[src/rtl/core/svg_pkg.sv]
// Package for the sphere vertex generator: stage counts, fixed-point constants,
// sideband types and small arithmetic helpers.
// No dependencies.
package svg_pkg;

	// angle divider: one quotient bit per stage
	localparam int DIV_BITS = 16;
	localparam int NUM_W    = 25;
	localparam int DEN_W    = 9;

	// quarter-wave sine pipeline
	localparam int HSTEPS = 7;
	localparam int QS_LAT = 2 + 3 * HSTEPS + 2;

	localparam logic [30:0] Q30_ONE     = 31'h4000_0000;
	localparam logic [30:0] HALF_PI_Q30 = 31'd1686629713;
	localparam logic [14:0] QUARTER     = 15'd16384;

	// Horner steps for k = 14 down to 2: divide by k*(k+1) as a reciprocal
	// multiply floor(2^s / D) followed by one correction
	localparam logic [7:0] HORNER_DIV [HSTEPS] = '{
		8'd210, 8'd156, 8'd110, 8'd72, 8'd42, 8'd20, 8'd6
	};
	localparam logic [31:0] HORNER_MUL [HSTEPS] = '{
		32'd2617884828, 32'd3524075730, 32'd2498890063, 32'd3817748707,
		32'd3272356035, 32'd3435973836, 32'd2863311530
	};
	localparam int HORNER_SHIFT [HSTEPS] = '{39, 39, 38, 38, 37, 36, 34};

	typedef enum logic [1:0] {
		REG_RADIUS = 2'd0,
		REG_LEVELS = 2'd1,
		REG_POINTS = 2'd2
	} cfg_reg_t;

	typedef logic signed [16:0] trig_t;

	typedef struct packed {
		logic err;
		logic lneg;
		logic lzero;
		logic sa_neg;
		logic ca_neg;
		logic sb_neg;
		logic cb_neg;
	} side_t;

	// fold a turn fraction onto the first quadrant, 0..16384
	function automatic logic [14:0] quad_fold(input logic [15:0] a);
		return a[14] ? 15'(QUARTER - {1'b0, a[13:0]}) : {1'b0, a[13:0]};
	endfunction

	function automatic trig_t trig_val(input logic [15:0] m, input logic neg);
		trig_t v;
		v = $signed({1'b0, m});
		return neg ? trig_t'(-v) : v;
	endfunction

	// v / 32768 rounded to nearest, ties away from zero
	function automatic logic signed [17:0] round_q15(input logic signed [35:0] v);
		logic [35:0]        mag;
		logic [20:0]        r;
		logic signed [17:0] rs;
		mag = v[35] ? 36'(-v) : 36'(v);
		r   = 21'((mag + 36'd16384) >> 15);
		rs  = $signed({1'b0, r[16:0]});
		return v[35] ? 18'(-rs) : rs;
	endfunction

endpackage

[src/rtl/core/svg_angdiv.sv]
// Pipelined restoring divider for the level and point angles, two lanes.
// Depends on svg_pkg.
module svg_angdiv import svg_pkg::*; (
	input  logic                 clk,
	input  logic                 en,
	input  logic [NUM_W-1:0]     nl,
	input  logic [DEN_W-1:0]     dl,
	input  logic [NUM_W-1:0]     np,
	input  logic [DEN_W-1:0]     dp,
	output logic [DIV_BITS-1:0]  ql,
	output logic [DIV_BITS-1:0]  qp
);

	logic [NUM_W-1:0]    rl_s [DIV_BITS];
	logic [NUM_W-1:0]    rp_s [DIV_BITS];
	logic [DIV_BITS-1:0] ql_s [DIV_BITS];
	logic [DIV_BITS-1:0] qp_s [DIV_BITS];
	logic [DEN_W-1:0]    dl_s [DIV_BITS];
	logic [DEN_W-1:0]    dp_s [DIV_BITS];

	for (genvar i = 0; i < DIV_BITS; i++) begin : g_bit
		localparam int B = DIV_BITS - 1 - i;
		logic [NUM_W-1:0]    rl_in, rp_in, subl, subp;
		logic [DIV_BITS-1:0] ql_in, qp_in;
		logic [DEN_W-1:0]    dl_in, dp_in;
		logic                gel, gep;

		if (i == 0) begin : g_first
			assign rl_in = nl;
			assign rp_in = np;
			assign ql_in = '0;
			assign qp_in = '0;
			assign dl_in = dl;
			assign dp_in = dp;
		end else begin : g_next
			assign rl_in = rl_s[i-1];
			assign rp_in = rp_s[i-1];
			assign ql_in = ql_s[i-1];
			assign qp_in = qp_s[i-1];
			assign dl_in = dl_s[i-1];
			assign dp_in = dp_s[i-1];
		end

		assign subl = NUM_W'(dl_in) << B;
		assign subp = NUM_W'(dp_in) << B;
		assign gel  = rl_in >= subl;
		assign gep  = rp_in >= subp;

		always_ff @(posedge clk) begin
			if (en) begin
				rl_s[i] <= gel ? rl_in - subl : rl_in;
				rp_s[i] <= gep ? rp_in - subp : rp_in;
				ql_s[i] <= ql_in | (DIV_BITS'(gel) << B);
				qp_s[i] <= qp_in | (DIV_BITS'(gep) << B);
				dl_s[i] <= dl_in;
				dp_s[i] <= dp_in;
			end
		end
	end

	assign ql = ql_s[DIV_BITS-1];
	assign qp = qp_s[DIV_BITS-1];

endmodule

[config.mk]
export PLATFORM = sky130hd
export DESIGN_NAME = svg_angdiv
export DESIGN_NICKNAME = d
export VERILOG_FILES = /design/src/rtl/core/svg_pkg.sv /design/src/rtl/core/svg_angdiv.sv
export SDC_FILE = /design/constraint.sdc
export NUM_CORES = 2
export LEC_CHECK = 0
export ABC_AREA = 0
export ABC_CLOCK_PERIOD_IN_PS = 2700
export BUFFER_PORTS_ARGS = -buffer_cell sky130_fd_sc_hd__buf_2
export CORE_ASPECT_RATIO = 1.4
export CORE_MARGIN = 2
export CORE_UTILIZATION = 45
export DETAILED_ROUTE_END_ITERATION = 7
export HOLD_SLACK_MARGIN = 0.15
export PLACE_DENSITY_LB_ADDON = 0.25
export SKIP_CTS_REPAIR_TIMING = 1
export SYNTH_ARGS = -nofsm -noshare
export SYNTH_HDL_FRONTEND = slang
export SYNTH_SLANG_ARGS = --single-unit
[constraint.sdc]
create_clock -name clk -period 2.7 [get_ports clk]
set_clock_uncertainty 0.15 [all_clocks]
set_input_delay 0.405 -clock clk [delete_from_list [all_inputs] [get_ports clk]]
set_output_delay 0.405 -clock clk [all_outputs]
set_load 0.02 [all_outputs]
==> reports/qor.yml <==
run_status:
  run_status: "finished with violations"
  failed_checks: "setup timing"
placed_design:
  dp_hpwl_microns: 92300
  place.gp.congestion: 0.935
  number_of_buffers_inserted_by_port_buffering: 101
clock_network:
  clock_tree_from_tritoncts: "built"
  path_clk_slew_ps: 60
  ctsHtreeMaxLevel: 3
  clkLatencyLatePin_ps: 770
  clk_root_buffer_cell: "sky130_fd_sc_hd__clkbuf_16"
  clock_sinks: 1292
  clock_buffer_count_from_cts: 120
  max-clock-path-buffers: 3
timing:
  relSlewSlack_pct: 50.9
  tmin_final_ps: 2900
  achievable-frequency_mhz: 345
  final_hold_viol_count: 0
  final_hold_slack_ps: 136
  final-setup-viol-count: 142
  setup_repair_after_global_routing_missed_its_margin: "yes"
  timing.final.ws_setup_ps: -200
  timing_worst_slew_pin_value_ps: 730
  fin_tns_setup_ps: -9000
  timing_max_transition_violations_final: 0
  period_share_pct: 107
setup_path:
  critPathMaxStageDelay_ps: 430
  cp_max_fo: 3
  critical_path_depth: 11
  r2r-start: "rp_s[1][126]"
  worst-setup-path-type: "reg2reg"
  reg2reg_slack_ps: -200
  worst_endpoint_required_time_ps: 3030
  crit-reg2reg-capture: "rp_s[1][169]"
  critical_path_data_arrival_time_ps: 3230
  cp-end-kind: "flop"
  path_cells: "inv_1, ha_2, inv_2, fa_2, a211oi_2, o211ai_1, a31oi_1, buf_4, nand2b_4, or4_4, xnor2_2"
  timing.critical_path.from_type: "flop"
  r2r.worst_path.cells: 11
  worst-path-buf-inv: 3
  crit_slowest_cell: "sky130_fd_sc_hd__or4_4"
  cp-startpoint: "rp_s[1][126]"
  cpLargestDelayFamily: "compound AO/OA/AOI/OAI gates"
  critPathCapture: "rp_s[1][169]"
grt:
  grt.total_usage_pct: 17.5
  grt_start_max_net_pins: 90
  vias_in_the_first_global_route: 38800
  grt_overflow_total: 0
  grt_pass1_wl_microns: 189000
  antenna_violations_before_repair: 1
logic_synthesis:
  syn-cell-area_sq_um: 60100
  cells_after_synth: 4493
  asyncSetResetFlopFracSynth_pct: 0
  synth_area_per_cell_sq_um: 13.4
  synth_enable_flop_cells: 1292
  synth.ff_latch_count: 1292
  synth_cell_type_count: 98
  synth_seq_area_share_pct: 64.5
  synthesis.yosys.warnings: 0
  synth_flop_cell: "sky130_fd_sc_hd__edfxtp_1"
  synth_fp_nets: 4881
finish:
  numnets_final: 5984
  footprint_of_the_multi_input_gates_sq_um: 23100
  most-common-layout-cells: "sky130_fd_sc_hd__edfxtp_1 (1292), sky130_fd_sc_hd__buf_4 (735), sky130_fd_sc_hd__inv_1 (348)"
  most_common_library_cell_in_the_layout_ignoring_fill_and_taps: "sky130_fd_sc_hd__edfxtp_1"
  drive_above_1_share_pct: 31.1
  fillers: 10200
  layout.area.seq_sq_um: 38800
  syn_to_final_growth_pct: 30.1
route:
  initialDrtViolationCount: 1593
  ant_nets_after_route: 0
  num_vias: 38500
  average_routed_wire_per_standard_cell_microns: 17.0
  route.detailed.drc: 0
  first_pass_iteration_count_of_the_detailed_router: 5
  drt_wl_total_microns: 127000
  avgViaCountPerCell: 5.16
power_and_ir_drop:
  power_per_cell_area_nw_per_um2: 844
  power.static_leakage_nw: 29.9
  power.total_w: 0.0659
  ir_worst_vdd_mv: 0.753
floorplanning:
  initial_utilization_pct: 45.4
  ioPinCount: 102
  floorplan.die_area_sq_um: 137000
  core_area_sq_um: 132000
  placement_rows: 158
  die_width_microns: 313
  fp.dieH_microns: 436
hold_path:
  hold_path.class: "in2reg"
run:
  drv.max_cap_violation_count: 0
-- power by group --
group	internal (W)	switching, W	total (W)
clock	0.0102	0.00743	0.0177
sequential	0.0264	0.00229	0.0287
combinational	0.00996	0.00967	0.0196
-- stage by stage --
| step | instance area (sq um) | instances | worst slack (ps) | util (%) |
|---|---|---|---|---|
| 2_1_floorplan | 60300 | 4493 | -53.4 | - |
| 5_1_grt | 78200 | 7456 | -289 | 59.0 |
| 4_1_cts | 72700 | 7248 | -612 | 54.9 |
| 6_report | 78200 | 7456 | -200 | 59.0 |
| 3_3_place_gp | 68600 | 7027 | -530 | 51.8 |
| 3_5_place_dp | 68600 | 7027 | -574 | 51.8 |
-- area by class of cell --
class	instances	share of cell area (%)
Sequential cell	1292	49.6
Multi-Input combinational cell	2785	29.6
Timing Repair Buffer	1025	10.8
Clock buffer	132	3.93
Tap cell	1760	2.82
Inverter	372	1.80
Clock inverter	89	1.42
Antenna cell	1	0.00320
-- cell families after synthesis --
family	Yosys count	synth area share, %
AO/OA/AOI/OAI	796	8.23
multiplexers	88	1.62
AND/OR/NAND/NOR	1214	10.6
flip-flops	1292	64.5
adder cells (fa/ha/maj)	318	6.99
buffers and inverters	419	2.65
XOR/XNOR	366	5.33
-- worst reg2reg max path, cell delays in order (launching register included) --
cell,delay [ps]
sky130_fd_sc_hd__edfxtp_1,380
sky130_fd_sc_hd__inv_1,80
sky130_fd_sc_hd__ha_2,180
sky130_fd_sc_hd__inv_2,40
sky130_fd_sc_hd__fa_2,370
sky130_fd_sc_hd__a211oi_2,250
sky130_fd_sc_hd__o211ai_1,190
sky130_fd_sc_hd__a31oi_1,190
sky130_fd_sc_hd__buf_4,170
sky130_fd_sc_hd__nand2b_4,60
sky130_fd_sc_hd__or4_4,430
sky130_fd_sc_hd__xnor2_2,140
-- worst min path at each step --
stage | from | to | slack [ps] | depth (start not counted)
floorplan | ql_s[0][90] | ql_s[0][106] | 250 | 0
global placement | qp_s[1][69] | qp_s[1][85] | 250 | 0
detailed placement | ql_s[1][99] | ql_s[1][115] | 250 | 0
CTS | np[5] | rp_s[0][5] | -380 | 1
global route | nl[16] | rl_s[0][16] | 170 | 4
finish | nl[16] | rl_s[0][16] | 140 | 4
-- metal layers --
layer / track usage [%] / up-vias / routed length (microns)
li1: - / 19000 / -
met1: 14.9 / 18500 / 40600
met2: 36.1 / 644 / 73200
met3: 2.22 / 369 / 3370
met4: 11.9 / 0 / 9400
met5: 0 / - / 0
-- state kept, by name (all words and copies together) (netlist names) --
| signal | cells |
|---|---|
| rp_s | 375 |
| dp_s | 135 |
| ql_s | 136 |
| rl_s | 375 |
| dl_s | 135 |
| qp_s | 136 |
-- synth_stat cells, types with 29 or more instances --
library cell | count | area share, %
sky130_fd_sc_hd__a211oi_1 | 29 | 0.36
sky130_fd_sc_hd__a21o_1 | 65 | 0.81
sky130_fd_sc_hd__a21oi_1 | 224 | 1.9
sky130_fd_sc_hd__clkbuf_1 | 36 | 0.22
sky130_fd_sc_hd__edfxtp_1 | 1292 | 65
sky130_fd_sc_hd__fa_1 | 30 | 1.0
sky130_fd_sc_hd__ha_1 | 288 | 6.0
sky130_fd_sc_hd__inv_1 | 369 | 2.3
sky130_fd_sc_hd__mux2_2 | 71 | 1.3
sky130_fd_sc_hd__nand2_1 | 266 | 1.7
sky130_fd_sc_hd__nand2b_1 | 75 | 0.78
sky130_fd_sc_hd__nand3_1 | 65 | 0.54
sky130_fd_sc_hd__nand4_1 | 42 | 0.44
sky130_fd_sc_hd__nor2_1 | 285 | 1.8
sky130_fd_sc_hd__nor2b_1 | 56 | 0.58
sky130_fd_sc_hd__nor3_1 | 122 | 1.0
sky130_fd_sc_hd__nor4_1 | 100 | 1.0
sky130_fd_sc_hd__o21a_1 | 66 | 0.82
sky130_fd_sc_hd__o21ai_0 | 246 | 2.0
sky130_fd_sc_hd__o31ai_1 | 40 | 0.50
sky130_fd_sc_hd__or4_1 | 38 | 0.47
sky130_fd_sc_hd__xnor2_1 | 178 | 2.6
sky130_fd_sc_hd__xor2_1 | 188 | 2.7
Note: power is estimated with default switching activity, not from simulation.
